--- config.mk ---
export PLATFORM = sky130hd
export DESIGN_NAME = lidar_sector_steering
export DESIGN_NICKNAME = d
export VERILOG_FILES = /design/src/design/lss_pkg.sv /design/src/design/lss_front.sv /design/src/design/lss_queue.sv /design/src/design/lss_back.sv /design/src/design/lidar_sector_steering.sv
export SDC_FILE = /design/constraint.sdc
export NUM_CORES = 1
export LEC_CHECK = 0
export ABC_AREA = 1
export BUFFER_PORTS_ARGS = -buffer_cell sky130_fd_sc_hd__buf_2
export CAP_MARGIN = 20
export CORE_ASPECT_RATIO = 0.6
export CORE_UTILIZATION = 60
export CTS_BUF_LIST = sky130_fd_sc_hd__clkbuf_16
export DETAILED_ROUTE_END_ITERATION = 8
export GPL_TIMING_DRIVEN = 1
export HOLD_SLACK_MARGIN = 0.12
export PLACE_DENSITY = 0.78
export REMOVE_ABC_BUFFERS = 1
export SYNTH_ARGS = -nofsm -noshare
export SYNTH_HDL_FRONTEND = slang
export SYNTH_HIERARCHICAL = 1
export SYNTH_SLANG_ARGS = --single-unit
--- constraint.sdc ---
create_clock -name i_clk -period 4.25 [get_ports i_clk]
set_input_delay 0.2125 -clock i_clk [delete_from_list [all_inputs] [get_ports i_clk]]
set_output_delay 0.2125 -clock i_clk [all_outputs]
set_load 0.005 [all_outputs]
--- src/design/lss_pkg.sv ---
// ----------------------------------------------------------------------------
// lss_pkg
// shared types and constants for the lidar sector steering block
// ----------------------------------------------------------------------------
package lss_pkg;

    localparam int RANGE_W    = 16;
    localparam int EDGE_W     = RANGE_W + 1;
    localparam int CFG_IDX_W  = 11;
    localparam int SPEED_W    = 8;
    localparam int CMD_W      = 3;
    localparam int CFG_ADDR_W = 3;
    localparam int CFG_DATA_W = 16;

    localparam int QUEUE_AW    = 1;
    localparam int QUEUE_DEPTH = 2;

    // register indexes on the configuration port
    localparam logic [CFG_ADDR_W-1:0] REG_NEAR_THRESHOLD = 3'd0;
    localparam logic [CFG_ADDR_W-1:0] REG_GAP_THRESHOLD  = 3'd1;
    localparam logic [CFG_ADDR_W-1:0] REG_RIGHT_START    = 3'd2;
    localparam logic [CFG_ADDR_W-1:0] REG_MIDDLE         = 3'd3;
    localparam logic [CFG_ADDR_W-1:0] REG_LEFT_END       = 3'd4;
    localparam logic [CFG_ADDR_W-1:0] REG_CRUISE_SPEED   = 3'd5;
    localparam logic [CFG_ADDR_W-1:0] REG_TURN_SPEED     = 3'd6;

    // drive command codes
    localparam logic [CMD_W-1:0] CMD_STOP          = 3'd0;
    localparam logic [CMD_W-1:0] CMD_FORWARD       = 3'd1;
    localparam logic [CMD_W-1:0] CMD_TURN_LEFT     = 3'd2;
    localparam logic [CMD_W-1:0] CMD_TURN_RIGHT    = 3'd3;
    localparam logic [CMD_W-1:0] CMD_FORWARD_LEFT  = 3'd5;
    localparam logic [CMD_W-1:0] CMD_FORWARD_RIGHT = 3'd7;

    // edge range with no-return flag on top
    localparam logic [EDGE_W-1:0] EDGE_NO_RETURN = {1'b1, {RANGE_W{1'b0}}};

    typedef struct packed {
        logic [RANGE_W-1:0]   near_threshold_mm;
        logic [RANGE_W-1:0]   gap_threshold_mm;
        logic [CFG_IDX_W-1:0] right_start_index;
        logic [CFG_IDX_W-1:0] middle_index;
        logic [CFG_IDX_W-1:0] left_end_index;
        logic [SPEED_W-1:0]   cruise_speed;
        logic [SPEED_W-1:0]   turn_speed;
    } t_cfg;

    // summary of one finished scan, handed from front to back
    typedef struct packed {
        logic              right_obstacle;
        logic              left_obstacle;
        logic [EDGE_W-1:0] right_edge_range;
        logic [EDGE_W-1:0] left_edge_range;
    } t_scan_rec;

endpackage

--- src/design/lss_front.sv ---
// ----------------------------------------------------------------------------
// lss_front
// per-sample classifier: index count, obstacle flags, edge capture
// ----------------------------------------------------------------------------
module lss_front #(
    parameter int MAX_SAMPLES = 2048
) (
    input  logic                         i_clk,
    input  logic                         i_rst_n,
    input  lss_pkg::t_cfg                i_cfg,
    input  logic                         i_take,
    input  logic [lss_pkg::RANGE_W-1:0]  i_range_mm,
    input  logic                         i_no_return,
    input  logic                         i_scan_end,
    output logic                         o_push,
    output lss_pkg::t_scan_rec           o_rec
);

    localparam int IDX_W = $clog2(MAX_SAMPLES);
    localparam int CMP_W = (IDX_W > lss_pkg::CFG_IDX_W) ? IDX_W : lss_pkg::CFG_IDX_W;
    localparam logic [IDX_W-1:0] LAST_IDX = IDX_W'(MAX_SAMPLES - 1);

    logic [IDX_W-1:0]           r_idx, n_idx;
    logic                       r_right_obs, n_right_obs;
    logic                       r_left_obs, n_left_obs;
    logic [lss_pkg::EDGE_W-1:0] r_right_edge, n_right_edge;
    logic [lss_pkg::EDGE_W-1:0] r_left_edge, n_left_edge;

    logic [CMP_W-1:0]           idx_c;
    logic                       in_window;
    logic                       hit;
    logic [lss_pkg::EDGE_W-1:0] sample_edge;

    assign idx_c     = CMP_W'(r_idx);
    assign in_window = (idx_c >= CMP_W'(i_cfg.right_start_index)) &&
                       (idx_c <= CMP_W'(i_cfg.left_end_index));
    assign hit       = in_window && !i_no_return && (i_range_mm < i_cfg.near_threshold_mm);
    assign sample_edge = i_no_return ? lss_pkg::EDGE_NO_RETURN : {1'b0, i_range_mm};

    always_comb begin
        n_right_obs  = r_right_obs;
        n_left_obs   = r_left_obs;
        n_right_edge = r_right_edge;
        n_left_edge  = r_left_edge;
        n_idx        = r_idx;
        if (i_take) begin
            if (hit) begin
                if (idx_c <= CMP_W'(i_cfg.middle_index)) begin
                    n_right_obs = 1'b1;
                end else begin
                    n_left_obs = 1'b1;
                end
            end
            if (idx_c == CMP_W'(i_cfg.right_start_index)) begin
                n_right_edge = sample_edge;
            end
            if (idx_c == CMP_W'(i_cfg.left_end_index)) begin
                n_left_edge = sample_edge;
            end
            n_idx = (r_idx == LAST_IDX) ? '0 : r_idx + 1'b1;
        end
    end

    // summary includes the closing sample itself
    assign o_push = i_take && i_scan_end;
    assign o_rec  = '{right_obstacle:   n_right_obs,
                      left_obstacle:    n_left_obs,
                      right_edge_range: n_right_edge,
                      left_edge_range:  n_left_edge};

    always_ff @(posedge i_clk) begin
        if (!i_rst_n || o_push) begin
            r_idx        <= '0;
            r_right_obs  <= 1'b0;
            r_left_obs   <= 1'b0;
            r_right_edge <= lss_pkg::EDGE_NO_RETURN;
            r_left_edge  <= lss_pkg::EDGE_NO_RETURN;
        end else begin
            r_idx        <= n_idx;
            r_right_obs  <= n_right_obs;
            r_left_obs   <= n_left_obs;
            r_right_edge <= n_right_edge;
            r_left_edge  <= n_left_edge;
        end
    end

endmodule

--- src/design/lss_queue.sv ---
// ----------------------------------------------------------------------------
// lss_queue
// short queue of scan summaries between front and back
// ----------------------------------------------------------------------------
module lss_queue (
    input  logic                          i_clk,
    input  logic                          i_rst_n,
    input  logic                          i_push,
    input  lss_pkg::t_scan_rec            i_rec,
    input  logic                          i_pop,
    output lss_pkg::t_scan_rec            o_rec,
    output logic [lss_pkg::QUEUE_AW:0]    o_count
);

    lss_pkg::t_scan_rec r_mem [lss_pkg::QUEUE_DEPTH];

    logic [lss_pkg::QUEUE_AW-1:0] r_wr_ptr;
    logic [lss_pkg::QUEUE_AW-1:0] r_rd_ptr;
    logic [lss_pkg::QUEUE_AW:0]   r_count, n_count;

    always_comb begin
        n_count = r_count;
        case ({i_push, i_pop})
            2'b10:   n_count = r_count + 1'b1;
            2'b01:   n_count = r_count - 1'b1;
            default: n_count = r_count;
        endcase
    end

    always_ff @(posedge i_clk) begin
        if (i_push) begin
            r_mem[r_wr_ptr] <= i_rec;
        end
    end

    always_ff @(posedge i_clk) begin
        if (!i_rst_n) begin
            r_wr_ptr <= '0;
            r_rd_ptr <= '0;
            r_count  <= '0;
        end else begin
            if (i_push) begin
                r_wr_ptr <= r_wr_ptr + 1'b1;
            end
            if (i_pop) begin
                r_rd_ptr <= r_rd_ptr + 1'b1;
            end
            r_count <= n_count;
        end
    end

    assign o_rec   = r_mem[r_rd_ptr];
    assign o_count = r_count;

endmodule

--- src/design/lss_back.sv ---
// ----------------------------------------------------------------------------
// lss_back
// turns a scan summary into a drive command and wheel speeds
// ----------------------------------------------------------------------------
module lss_back (
    input  logic                          i_clk,
    input  logic                          i_rst_n,
    input  lss_pkg::t_cfg                 i_cfg,
    input  logic                          i_rec_valid,
    input  lss_pkg::t_scan_rec            i_rec,
    output logic                          o_rec_pop,
    input  logic                          i_out_pop,
    output logic                          o_out_valid,
    output logic [lss_pkg::CMD_W-1:0]     o_command,
    output logic [lss_pkg::SPEED_W-1:0]   o_left_speed,
    output logic [lss_pkg::SPEED_W-1:0]   o_right_speed
);

    logic                          r_valid;
    logic [lss_pkg::CMD_W-1:0]     r_command, n_command;
    logic [lss_pkg::SPEED_W-1:0]   r_left_speed, n_left_speed;
    logic [lss_pkg::SPEED_W-1:0]   r_right_speed, n_right_speed;

    logic [lss_pkg::RANGE_W-1:0]   right_r;
    logic [lss_pkg::RANGE_W-1:0]   left_r;
    logic [lss_pkg::RANGE_W-1:0]   gap;
    logic                          edges_ok;

    assign right_r  = i_rec.right_edge_range[lss_pkg::RANGE_W-1:0];
    assign left_r   = i_rec.left_edge_range[lss_pkg::RANGE_W-1:0];
    assign edges_ok = !i_rec.right_edge_range[lss_pkg::RANGE_W] &&
                      !i_rec.left_edge_range[lss_pkg::RANGE_W];
    assign gap      = (left_r > right_r) ? (left_r - right_r) : (right_r - left_r);

    always_comb begin
        n_command = lss_pkg::CMD_FORWARD;
        if (i_rec.right_obstacle && i_rec.left_obstacle) begin
            n_command = lss_pkg::CMD_STOP;
        end else if (i_rec.right_obstacle) begin
            n_command = lss_pkg::CMD_TURN_LEFT;
        end else if (i_rec.left_obstacle) begin
            n_command = lss_pkg::CMD_TURN_RIGHT;
        end else if (edges_ok && (gap > i_cfg.gap_threshold_mm)) begin
            n_command = (right_r > left_r) ? lss_pkg::CMD_FORWARD_RIGHT
                                           : lss_pkg::CMD_FORWARD_LEFT;
        end
    end

    always_comb begin
        case (n_command)
            lss_pkg::CMD_STOP: begin
                n_left_speed  = '0;
                n_right_speed = '0;
            end
            lss_pkg::CMD_TURN_LEFT, lss_pkg::CMD_TURN_RIGHT: begin
                n_left_speed  = i_cfg.turn_speed;
                n_right_speed = i_cfg.turn_speed;
            end
            lss_pkg::CMD_FORWARD_LEFT: begin
                n_left_speed  = i_cfg.turn_speed;
                n_right_speed = i_cfg.cruise_speed;
            end
            lss_pkg::CMD_FORWARD_RIGHT: begin
                n_left_speed  = i_cfg.cruise_speed;
                n_right_speed = i_cfg.turn_speed;
            end
            default: begin
                n_left_speed  = i_cfg.cruise_speed;
                n_right_speed = i_cfg.cruise_speed;
            end
        endcase
    end

    // refill the output register when it is free or being drained
    assign o_rec_pop = i_rec_valid && (!r_valid || i_out_pop);

    always_ff @(posedge i_clk) begin
        if (!i_rst_n) begin
            r_valid <= 1'b0;
        end else if (o_rec_pop) begin
            r_valid <= 1'b1;
        end else if (i_out_pop) begin
            r_valid <= 1'b0;
        end
    end

    always_ff @(posedge i_clk) begin
        if (o_rec_pop) begin
            r_command     <= n_command;
            r_left_speed  <= n_left_speed;
            r_right_speed <= n_right_speed;
        end
    end

    assign o_out_valid   = r_valid;
    assign o_command     = r_command;
    assign o_left_speed  = r_left_speed;
    assign o_right_speed = r_right_speed;

endmodule

--- src/design/lidar_sector_steering.sv ---
// ----------------------------------------------------------------------------
// lidar_sector_steering
// obstacle steering from a stream of lidar samples, one command per scan
// ----------------------------------------------------------------------------
// throughput: one sample per cycle; full rises only when the two-entry
//   summary queue is full because results are not being popped
// path: a scan-end sample's summary is written into the queue, then moved into the
//   output register once that register is free or being drained
// reset: synchronous active-low; config returns to defaults, scan state clears,
//   queue and output register empty; no clearing pass
// ----------------------------------------------------------------------------
module lidar_sector_steering #(
    parameter int MAX_SAMPLES = 2048
) (
    input  logic                              i_clk,
    input  logic                              i_rst_n,

    // sample input, queue style
    input  logic                              push,
    output logic                              full,
    input  logic [lss_pkg::RANGE_W-1:0]       i_range_mm,
    input  logic                              i_no_return,
    input  logic                              i_scan_end,

    // command output, queue style
    output logic                              empty,
    input  logic                              pop,
    output logic [lss_pkg::CMD_W-1:0]         o_command,
    output logic [lss_pkg::SPEED_W-1:0]       o_left_speed,
    output logic [lss_pkg::SPEED_W-1:0]       o_right_speed,

    // configuration write channel
    input  logic                              i_cfg_valid,
    output logic                              o_cfg_ready,
    input  logic [lss_pkg::CFG_ADDR_W-1:0]    i_cfg_index,
    input  logic [lss_pkg::CFG_DATA_W-1:0]    i_cfg_data
);

    lss_pkg::t_cfg                 r_cfg;
    lss_pkg::t_scan_rec            front_rec;
    lss_pkg::t_scan_rec            q_rec;
    logic                          front_push;
    logic                          take;
    logic                          q_pop;
    logic                          q_valid;
    logic [lss_pkg::QUEUE_AW:0]    q_count;
    logic                          out_valid;

    // ------------------------------------------------------------------------
    // configuration registers; writes are always taken
    // ------------------------------------------------------------------------
    assign o_cfg_ready = 1'b1;

    always_ff @(posedge i_clk) begin
        if (!i_rst_n) begin
            r_cfg.near_threshold_mm <= 16'd1500;
            r_cfg.gap_threshold_mm  <= 16'd150;
            r_cfg.right_start_index <= 11'd481;
            r_cfg.middle_index      <= 11'd642;
            r_cfg.left_end_index    <= 11'd803;
            r_cfg.cruise_speed      <= 8'd150;
            r_cfg.turn_speed        <= 8'd130;
        end else if (i_cfg_valid && o_cfg_ready) begin
            case (i_cfg_index)
                lss_pkg::REG_NEAR_THRESHOLD: r_cfg.near_threshold_mm <= i_cfg_data;
                lss_pkg::REG_GAP_THRESHOLD:  r_cfg.gap_threshold_mm  <= i_cfg_data;
                lss_pkg::REG_RIGHT_START:
                    r_cfg.right_start_index <= i_cfg_data[lss_pkg::CFG_IDX_W-1:0];
                lss_pkg::REG_MIDDLE:
                    r_cfg.middle_index <= i_cfg_data[lss_pkg::CFG_IDX_W-1:0];
                lss_pkg::REG_LEFT_END:
                    r_cfg.left_end_index <= i_cfg_data[lss_pkg::CFG_IDX_W-1:0];
                lss_pkg::REG_CRUISE_SPEED:
                    r_cfg.cruise_speed <= i_cfg_data[lss_pkg::SPEED_W-1:0];
                lss_pkg::REG_TURN_SPEED:
                    r_cfg.turn_speed <= i_cfg_data[lss_pkg::SPEED_W-1:0];
                default: begin
                    // writes to unused indexes are dropped
                end
            endcase
        end
    end

    // ------------------------------------------------------------------------
    // front: classify every accepted sample transaction
    // ------------------------------------------------------------------------
    // full depends only on queue occupancy, so a waiting result never blocks
    // samples until two more scan summaries are stacked behind it
    assign full = (q_count == (lss_pkg::QUEUE_AW + 1)'(lss_pkg::QUEUE_DEPTH));
    assign take = push && !full;

    lss_front #(
        .MAX_SAMPLES (MAX_SAMPLES)
    ) u_front (
        .i_clk       (i_clk),
        .i_rst_n     (i_rst_n),
        .i_cfg       (r_cfg),
        .i_take      (take),
        .i_range_mm  (i_range_mm),
        .i_no_return (i_no_return),
        .i_scan_end  (i_scan_end),
        .o_push      (front_push),
        .o_rec       (front_rec)
    );

    // ------------------------------------------------------------------------
    // summary queue between front and back
    // ------------------------------------------------------------------------
    lss_queue u_queue (
        .i_clk   (i_clk),
        .i_rst_n (i_rst_n),
        .i_push  (front_push),
        .i_rec   (front_rec),
        .i_pop   (q_pop),
        .o_rec   (q_rec),
        .o_count (q_count)
    );

    assign q_valid = (q_count != '0);

    // ------------------------------------------------------------------------
    // back: decision and output register
    // ------------------------------------------------------------------------
    lss_back u_back (
        .i_clk         (i_clk),
        .i_rst_n       (i_rst_n),
        .i_cfg         (r_cfg),
        .i_rec_valid   (q_valid),
        .i_rec         (q_rec),
        .o_rec_pop     (q_pop),
        .i_out_pop     (pop),
        .o_out_valid   (out_valid),
        .o_command     (o_command),
        .o_left_speed  (o_left_speed),
        .o_right_speed (o_right_speed)
    );

    assign empty = !out_valid;

`ifndef SYNTH
    // a closing sample always leaves a summary in the queue
    a_scan_end_queued: assert property (@(posedge i_clk) disable iff (!i_rst_n)
        (take && i_scan_end) |=> (q_count != '0))
        else $error("scan summary lost at queue entry");

    // a queued summary moves to a free output register
    a_back_refill: assert property (@(posedge i_clk) disable iff (!i_rst_n)
        (q_count != '0 && empty) |=> !empty)
        else $error("back stage failed to take a waiting summary");

    // queue occupancy stays within its depth
    a_queue_bound: assert property (@(posedge i_clk) disable iff (!i_rst_n)
        q_count <= (lss_pkg::QUEUE_AW + 1)'(lss_pkg::QUEUE_DEPTH))
        else $error("summary queue overflow");
`endif

endmodule

==> impl_summary.log, run 1 <==
INFO  metric critPathArrivalTime = ~4.3 ns
INFO  metric globalplace.congestion = approximately 0.96
INFO  metric grt_pass1_wl = between 50000 and 60000 um
INFO  metric power_density = around 580 mW/mm2
INFO  metric kind_of_cell_with_the_highest_combined_delay_on_the_critical_path = simple AND/OR/NAND/NOR gates
INFO  metric reg2reg_slack = around 0.2 ns
INFO  metric grt_busiest_layer = met1
INFO  metric outcome = finished clean
INFO  metric worstSetupEndpointType = flip-flop
INFO  metric sequential_share_of_power = roughly 29%
INFO  metric intPower = 5.249 mW
INFO  metric detail_route.drc_violations = 0
INFO  metric routing_usage_on_met3 = 6.304%
INFO  metric fill_cell_instance_count_of_the_final_layout = 1691
INFO  metric drt.antenna.violating_nets = 0
INFO  metric detailed_place_hpwl = 25290 um
INFO  metric syn_to_final_growth = 13.36%
INFO  metric globalRouteMet1Util = 45.13%
INFO  metric setup_viol_count_final = 0
INFO  metric buffers_inverters_on_critical_path = 4
INFO  metric tritoncts_num_sinks = 225
INFO  metric detail_route.iter0.violations = around 1300
INFO  metric coreArea = about 0.021 mm2
INFO  metric post_route_cells_drive_above_1_share = 16.78%
INFO  metric max-cap-violations = 0
INFO  metric post-route-period-util = 95.39%
INFO  metric clock_power_share = ~22%
INFO  metric cp_slowest_cell = dfxtp_4
INFO  metric synth.most_common_cell = nand2_1
INFO  metric total_power = slightly below 9 mW
INFO  metric synth_async_sr_flop_share = 0%
INFO  metric critical_path_required = 4.51 ns
INFO  metric net-switching-power = about 3.5 mW
INFO  metric ir_drop = between 0.2 and 0.3 mV
INFO  metric grt_max_degree = 87
INFO  metric ys_warn_count = 6
INFO  metric floorplan.rows = 41
INFO  metric clk_root_buffer_cell = clkbuf_16
INFO  metric synth_top_cell_by_area = edfxtp_1
INFO  metric postLayoutCoreUtil = between 70 and 80%
INFO  metric synth.ff_latch_count = 225
INFO  metric timing.clock.skew = 0.01186 ns
INFO  metric final_period_minus_worst_setup_slack = just over 4 ns
INFO  metric ys.flop_type = dfxtp_1
INFO  metric final_net_count = 1938
INFO  metric worstHoldPathType = in -> reg
INFO  metric start_util = between 60% and 70%
INFO  metric timing.critical_path.mode_cell = nand2_1
INFO  metric clock_tree.htree_level_count = 1
INFO  metric static-leakage-power = 7.686 nW
INFO  metric largest_driver_fanout_on_the_critical_path = 11
INFO  metric cp.depth = 25
INFO  metric timing.final.hold_violations = 0
INFO  metric slew_limit_headroom = about 25%
INFO  metric dp_slack = roughly 0.024 ns
INFO  metric netSwitchingFraction = 40.17%
INFO  metric multi_input_comb_area = 0.006579 mm2
INFO  metric finalWirelength = about 35000 um
INFO  metric cts.reportedPaths.clkPinSlew = roughly 0.06 ns
INFO  metric regArea = around 0.0054 mm2
INFO  metric route.vias.total = approximately 11000
INFO  metric cts_buffer_depth = 3
INFO  metric synthesis.area_per_instance = slightly below 8 um2
INFO  metric yosysSeqAreaShare = ~40%
INFO  metric number_of_cts_inserted_buffers = 22
INFO  metric worst_skew_pair.late_latency = approximately 0.51 ns
INFO  metric synth_edf_count = a little over 90
INFO  metric setup_ws = around 0.20 ns
INFO  metric io-pin-count = 64
INFO  metric cpPeakStageDelay = roughly 0.43 ns
INFO  metric timing_max_transition_violations_final = 0
INFO  metric synthesis.instances = around 1700
INFO  metric worst-slew-pin-transition = between 1 and 1.5 ns
INFO  metric drt_pre_antenna_iters = 6
INFO  metric number_of_global_route_vias_before_repair = around 10000
INFO  metric route.detailed.vias_per_inst = approximately 5.4
INFO  metric routed_wirelength_normalized_by_instance_count = roughly 17 um
INFO  metric yosysUniqueCellTypes = 47
INFO  metric timing.critical_path.from_type = flip-flop
INFO  metric worst_setup_path_endpoint = u_back/o_left_speed[7]
INFO  metric die-area = between 0.02 and 0.025 mm2
INFO  metric yosys-top-cells-area = edfxtp_1 21%, dfxtp_1 20%, nand2_1 12%
INFO  metric cts_tree = yes
INFO  metric port_buffers = 62
INFO  metric timing.fmax = 246.7 MHz
INFO  metric antenna-diode-count = 0
INFO  metric synth_top_cells_by_count = 420 x nand2_1, 310 x inv_1, 195 x nor2_1, 134 x dfxtp_1, 124 x nand3_1
INFO  metric die_width = about 190 um
INFO  metric synth_area = roughly 0.013 mm2
INFO  metric fin_worst_hold_slack = between 0.1 and 0.15 ns
INFO  metric critPathKind = reg -> reg
INFO  metric grt_overflow_total = 0
INFO  metric worst_reg_to_reg_cells = 25
INFO  metric power.share.combinational = 49.0%
INFO  metric global_route_usage_sum = 29.35%
INFO  metric use_met2 = 42.52%
INFO  metric chipHeight = ~120 um
INFO  metric r2r_end = u_back/o_left_speed[7]
INFO  metric antenna_violations_before_repair = 1
INFO  metric synth.top_cell.area_share = 20.57%
worst register-to-register path: stages, from the launching register on:
cell,delay (ns)
dfxtp_4,0.43
clkbuf_16,0.20
mux2_4,0.33
inv_1,0.09
ha_2,0.34
a21oi_1,0.24
nor2_1,0.11
o21ai_1,0.16
nand2_1,0.06
nor2_1,0.16
nand3_1,0.10
nand2_1,0.07
nand2_1,0.04
nand2_1,0.05
inv_1,0.04
ha_1,0.28
nand2_1,0.08
nor2_2,0.13
nand2_1,0.09
nor2_2,0.15
nand2_1,0.07
nand4_1,0.11
buf_4,0.16
nand4_4,0.14
nand3_1,0.13
nand2_1,0.07
power groups by stage:
stage                     combinational [mW]  clock, mW  sequential, mW
final                                   4.30       1.93            2.55
after global routing                    4.75       2.02            2.56
after CTS                               3.81       1.93            2.53
after detailed placement                3.77          0            2.58
after global placement                  3.70          0            2.57
after floorplan                         2.58          0            2.64
how the worst min path moves through the flow:
stage	endpoint	slack [ns]	from	cells past startpoint
floorplan	r_cfg[16]	0.30	i_rst_n	1
global placement	r_cfg[34]	0.44	r_cfg[34]	2
detailed placement	r_cfg[75]	0.45	i_cfg_data[10]	3
CTS	u_front/r_left_edge[7]	0.12	i_range_mm[7]	5
global route	u_front/r_left_edge[8]	0.14	i_range_mm[8]	5
finish	u_front/r_left_edge[8]	0.13	i_range_mm[8]	5
registers in the layout (all words and copies together) (netlist names), named ones only:
register              flops
r_cfg                    81
u_queue/r_mem            72
u_front/r_left_edge      17
u_front/r_right_edge     17
u_front/idx_c            11
u_back/o_left_speed       8
u_back/o_right_speed      8
u_back/o_command          3
u_queue/o_count           2
u_back/o_out_valid        1
u_front/r_left_obs        1
u_front/r_right_obs       1
u_queue/r_rd_ptr          1
u_queue/r_wr_ptr          1
what timing repair did:
item                                    4_1_cts  5_1_grt
setup buffers                                 0        3
endpoints found under the setup margin        0       18
hold buffers                                 15        0
gates resized for setup                       0       71
hold endpoints to repair                     32        0
placed cells by master, fill, tap and decap left out, types with 3 or more instances in the layout:
| master | netlist | routed |
|---|---|---|
| nand2_1 | 420 | 408 |
| nor3_2 | 2 | 3 |
| nand3b_1 | 3 | 3 |
| o21bai_1 | 7 | 7 |
| a21oi_1 | 65 | 55 |
| mux2_4 | 30 | 31 |
| dlygate4sd3_1 | 0 | 15 |
| nor2_2 | 18 | 25 |
| o21ai_2 | 17 | 18 |
| buf_2 | 11 | 62 |
| o21ai_1 | 12 | 18 |
| or2_2 | 3 | 3 |
| nand2_4 | 4 | 8 |
| nand2_2 | 21 | 31 |
| a21o_1 | 3 | 3 |
| inv_2 | 5 | 6 |
| xor2_1 | 18 | 18 |
| dfxtp_1 | 134 | 133 |
| edfxtp_1 | 91 | 91 |
| nand4_1 | 7 | 7 |
| nor2_1 | 195 | 186 |
| ha_1 | 98 | 88 |
| nor2_4 | 8 | 10 |
| o21ai_0 | 29 | 22 |
| ha_4 | 0 | 4 |
| a21oi_2 | 0 | 9 |
| ha_2 | 0 | 6 |
| inv_1 | 310 | 311 |
| buf_4 | 9 | 31 |
| mux2_2 | 6 | 5 |
| clkbuf_16 | 0 | 25 |
| nand3_1 | 124 | 121 |
| nand3_2 | 2 | 5 |
| clkinv_1 | 2 | 10 |
metal layers:
layer / part of all wire (%) / up-vias
li1: - / 5504
met2: 40 / 529
met1: 46 / 5199
met3: 12 / 42
met5: 0 / -
met4: 1.3 / 0
final cells by class:
| type | count | area share (%) |
|---|---|---|
| multi-input combinational | 1116 | 43.70 |
| sequential | 225 | 35.99 |
| inverter | 318 | 8.053 |
| timing repair buffer | 113 | 5.277 |
| clock buffer | 23 | 3.823 |
| tap | 279 | 2.319 |
| clock inverter | 17 | 0.8394 |
logic make-up after synthesis:
group / share of synthesized area [%]
simple gates: 26.77
buf+inv: 11.63
flops: 40.77
compound gates: 6.048
fa+ha+maj: 9.534
mux: 3.900
xor+xnor: 1.319
other cells: 0.02823
metrics by stage:
step	setup TNS, ns	cell area [um2]	std cells
global placement	0	13860	2028
global route	-0.6185	15060	2091
finish	0	15060	2091
detailed placement	0	13860	2028
floorplan	-8.444	12940	1656
CTS	0	14720	2083
Power figures use the tool's default switching activity.
==> inputs of run 2 (changes only) <==
--- a/config.mk
+++ b/config.mk
@@ -5,7 +5,6 @@
 export SDC_FILE = /design/constraint.sdc
 export NUM_CORES = 1
 export LEC_CHECK = 0
-export ABC_AREA = 1
 export BUFFER_PORTS_ARGS = -buffer_cell sky130_fd_sc_hd__buf_2
 export CAP_MARGIN = 20
 export CORE_ASPECT_RATIO = 0.6
==> run 2 against run 1 <==
Compared with the run above:
- the flow now finishes with violations (setup timing)
- cell count shrank 19%
- core utilization grew 4.5 points
- worst hold slack gained 0.024 ns
- non-clock buffer count grew 101
- critical path depth grew 1
- sequential share of layout area grew 0.16 points
- register-to-register slack lost 0.79 ns
- sequential cell count is the same
- power shrank 9.2%
- largest cell class unchanged
- largest power group unchanged
==> impl_summary.log, run 2 <==
INFO  metric outcome = complete, but fails checks
INFO  metric violations = setup timing
INFO  metric worst_setup_path_endpoint = u_back/o_right_speed[2]
INFO  metric timing_max_transition_violations_final = 0 (unchanged)
INFO  metric routed_wirelength_normalized_by_instance_count = 19.49 um (+18%)
INFO  metric power_density = 532.0 mW/mm2 (-8.7%)
INFO  metric timing.clock.skew = 0.01070 ns (-0.001159 ns)
INFO  metric finalNonFillerCells = 1690 (-19%)
INFO  metric post-route-period-util = 113.9% (+18 points)
INFO  metric cpPeakStageDelay = 0.37 ns (-0.06 ns)
INFO  metric grt_overflow_total = 0 (unchanged)
INFO  metric number_of_cts_inserted_buffers = 22 (unchanged)
INFO  metric final_net_count = 1543 (-20%)
INFO  metric global_route_usage_sum = 31.34% (+2.0 points)
INFO  metric finalWirelength = 32940 um (-4.6%)
INFO  metric cell_count_post_placement = 1589 (-22%)
INFO  metric worst_skew_pair.late_latency = 0.52 ns (about the same)
INFO  metric ir_drop = 0.3423 mV (+23%)
INFO  metric detail_route.drc_violations = 0 (unchanged)
INFO  metric critical_path_required = 4.58 ns (+0.07 ns)
INFO  metric chipHeight = 112.6 um (-4.0%)
INFO  metric worst-slew-pin-transition = 1.073 ns (-0.04667 ns)
INFO  metric floorplan.rows = 40 (-2.4%)
INFO  metric critPathKind = reg -> reg
INFO  metric coreArea = 0.01997 mm2 (-6.4%)
INFO  metric grt_max_degree = 74 (-15%)
INFO  metric timing.final.hold_violations = 0 (unchanged)
INFO  metric globalplace.congestion = 0.9238 (-3.4%)
INFO  metric most_common_cell_after_layout_fill_and_taps_aside = dfxtp_1
INFO  metric fin_worst_hold_slack = 0.1523 ns (+0.02439 ns)
INFO  metric setup_ws = -0.5894 ns (-0.7854 ns)
INFO  metric syn_to_final_growth = 22.58%
INFO  metric io-pin-count = 64 (unchanged)
INFO  metric yosysSeqAreaShare = 44.30% (+3.5 points)
INFO  metric route.detailed.vias_per_inst = 5.842 (+8.4%)
INFO  metric die_width = 186.3 um (-4.0%)
INFO  metric largest_driver_fanout_on_the_critical_path = 10 (-1)
INFO  metric reg.largest.list = r_cfg (81), u_queue/r_mem (72)
INFO  metric ys.flop_type = dfxtp_1
INFO  metric grt_pass1_wl = 50630 um (-3.0%)
INFO  metric synth_area = 0.01222 mm2 (-8.0%)
INFO  metric synth_top_cell_by_area = edfxtp_1
INFO  metric cp.depth = 26 (+4.0%)
INFO  metric synth_async_sr_flop_share = 0% (unchanged)
INFO  metric setup_viol_count_final = 18 (+18)
INFO  metric synthesis.instances = 1221 (-28%)
INFO  metric synthesis.area_per_instance = 10.01 um2 (+28%)
INFO  metric antenna-diode-count = 0 (unchanged)
INFO  metric max-cap-violations = 0 (unchanged)
INFO  metric total_power = 7.970 mW (-9.2%)
INFO  metric tritoncts_num_sinks = 225 (unchanged)
INFO  metric timing.critical_path.from_type = flip-flop
INFO  metric synth.top_cell.area_share = 22.36% (+1.8 points)
INFO  metric worst_reg_to_reg_cells = 26 (+4.0%)
INFO  metric start_util = 61.21% (-1.0 points)
INFO  metric worstSetupEndpointType = flip-flop
INFO  metric drt.antenna.violating_nets = 0 (unchanged)
INFO  metric dp_slack = -0.5912 ns (-0.6150 ns)
INFO  metric detailed_place_hpwl = 22090 um (-13%)
INFO  metric final_period_minus_worst_setup_slack = 4.839 ns (+0.7854 ns)
INFO  metric layout.cells.most_common_list = 133 x dfxtp_1, 127 x nand2_1, 114 x buf_4
INFO  metric cts_buffer_depth = 3 (unchanged)
INFO  metric worstHoldPathType = in -> reg
INFO  metric tns = -9.288 ns (-9.288 ns)
INFO  metric clock_tree.htree_level_count = 1 (unchanged)
INFO  metric largest-register = r_cfg
INFO  metric clk_root_buffer_cell = clkbuf_16
INFO  metric kind_of_cell_with_the_highest_combined_delay_on_the_critical_path = buffers and inverters
INFO  metric grt_setup_unrepaired = true
INFO  metric yosys-top-cells-area = edfxtp_1 22%, dfxtp_1 22%, ha_1 10%
INFO  metric r2r_end = u_back/o_right_speed[2]
INFO  metric synth.ff_latch_count = 225 (unchanged)
INFO  metric timing.critical_path.mode_cell = buf_4
INFO  metric cp_slowest_cell = or2_2
INFO  metric number_of_global_route_vias_before_repair = 9653 (-4.5%)
INFO  metric slew_limit_headroom = 28.17% (+3.1 points)
INFO  metric die-area = 0.02096 mm2 (-7.9%)
INFO  metric ys_warn_count = 6 (unchanged)
INFO  metric static-leakage-power = 6.403 nW (-17%)
INFO  metric cts_tree = yes
INFO  metric cts.reportedPaths.clkPinSlew = 0.07 ns (about the same)
INFO  metric antenna_violations_before_repair = 1 (unchanged)
INFO  metric timing.fmax = 206.6 MHz (-16%)
INFO  metric post_route_cells_drive_above_1_share = 24.77% (+8.0 points)
INFO  metric critPathArrivalTime = 5.17 ns (+0.86 ns)
INFO  metric buffers_inverters_on_critical_path = 18 (+14)
INFO  metric reg2reg_slack = -0.59 ns (-0.79 ns)
INFO  metric yosysUniqueCellTypes = 68 (+45%)
INFO  metric synth_top_cells_by_count = 134 x dfxtp_1, 128 x nand2_1, 113 x inv_1, 98 x ha_1, 91 x edfxtp_1
INFO  metric largest_register_ffs = 81 (unchanged)
INFO  metric detail_route.iter0.violations = 918 (-27%)
INFO  metric port_buffers = 62 (unchanged)
INFO  metric route.vias.total = 9873 (-12%)
INFO  metric drt_pre_antenna_iters = 5 (-1)
INFO  metric synth.most_common_cell = dfxtp_1
INFO  metric synth_edf_count = 91 (unchanged)
-- run 2: cell count changes after synthesis, sizes merged, moves of 42 or more --
cell   previous run  this run
mux2i             0        88
and2              0        42
nor2            221        29
nand2           445       128
nor2b             0        53
inv             315       113
nand3           126        23
-- run 2: worst reg2reg max path: stages, from the launching register on --
cell	delay [ns]
dfxtp_2	0.35
buf_8	0.14
buf_12	0.15
buf_4	0.13
mux2_2	0.36
ha_4	0.29
nand4_1	0.16
buf_4	0.19
buf_4	0.12
buf_4	0.12
buf_4	0.12
buf_4	0.13
buf_4	0.12
buf_4	0.13
buf_4	0.13
buf_4	0.12
buf_4	0.13
buf_4	0.13
buf_4	0.13
buf_4	0.12
buf_4	0.12
buf_4	0.12
nor2_1	0.13
a21oi_1	0.12
or2_4	0.30
or2_2	0.38
o311ai_2	0.24
-- run 2: logic make-up (layout without fill, tap and decap cells) --
group	after synthesis	in the layout	synth area share, %
compound gates	208	208	11.28
xor+xnor	25	25	1.791
fa+ha+maj	100	100	10.36
buf+inv	173	368	5.968
flops	225	225	44.30
mux	128	128	10.89
other cells	1	1	0.03068
simple gates	361	362	15.38
-- run 2: how the worst min path moves through the flow --
stage                        from                 end  slack, ns  cells past startpoint
2_1_floorplan             i_rst_n    u_queue/r_wr_ptr       0.33                      1
3_3_place_gp   u_front/r_left_obs  u_front/r_left_obs       0.44                      2
3_5_place_dp            r_cfg[80]           r_cfg[80]       0.45                      2
4_1_cts                   i_rst_n           r_cfg[23]       0.14                      3
5_1_grt                   i_rst_n           r_cfg[23]       0.19                      3
6_report                  i_rst_n           r_cfg[23]       0.15                      3
-- run 2: final cells by class --
cell class	count	area (um2)
Clock inverter	15	78.83
Tap cell	273	341.6
Fill cell	1335	4986
Clock buffer	25	625.6
Sequential cell	225	5416
Inverter	114	429.2
Multi-Input combinational cell	824	6494
Timing Repair Buffer	214	1598
-- run 2: power by group --
part / internal (mW) / leakage, nW / total [mW] / switching [mW]
Sequential: 2.44 / 1.95 / 2.50 / 0.0587
Clock: 1.06 / 0.368 / 1.90 / 0.842
Combinational: 1.72 / 4.09 / 3.56 / 1.84
-- run 2: per-stage QoR --
step | utilization, % | cell area [um2]
floorplan | - | 11920
global placement | 66.59 | 13300
detailed placement | 66.59 | 13300
CTS | 74.15 | 14810
global route | 75.03 | 14980
finish | 75.03 | 14980
-- run 2: what timing repair did --
item                                    CTS  global route
resized for setup                        74            33
endpoints found under the setup margin   18            18
endpoints found under the hold margin    46             0
hold buffers                             17             0
setup buffers                            33             8
gates cloned                              2             2
pin swaps                                31            20
-- run 2: per-layer routing --
| layer | vias to the layer above | track usage, % | routed length, um |
|---|---|---|---|
| li1 | 4628 | - | - |
| met1 | 4704 | 46.16 | 15050 |
| met2 | 464 | 46.62 | 14050 |
| met3 | 77 | 6.684 | 2937 |
| met4 | 0 | 7.923 | 896 |
| met5 | - | 0 | 0 |
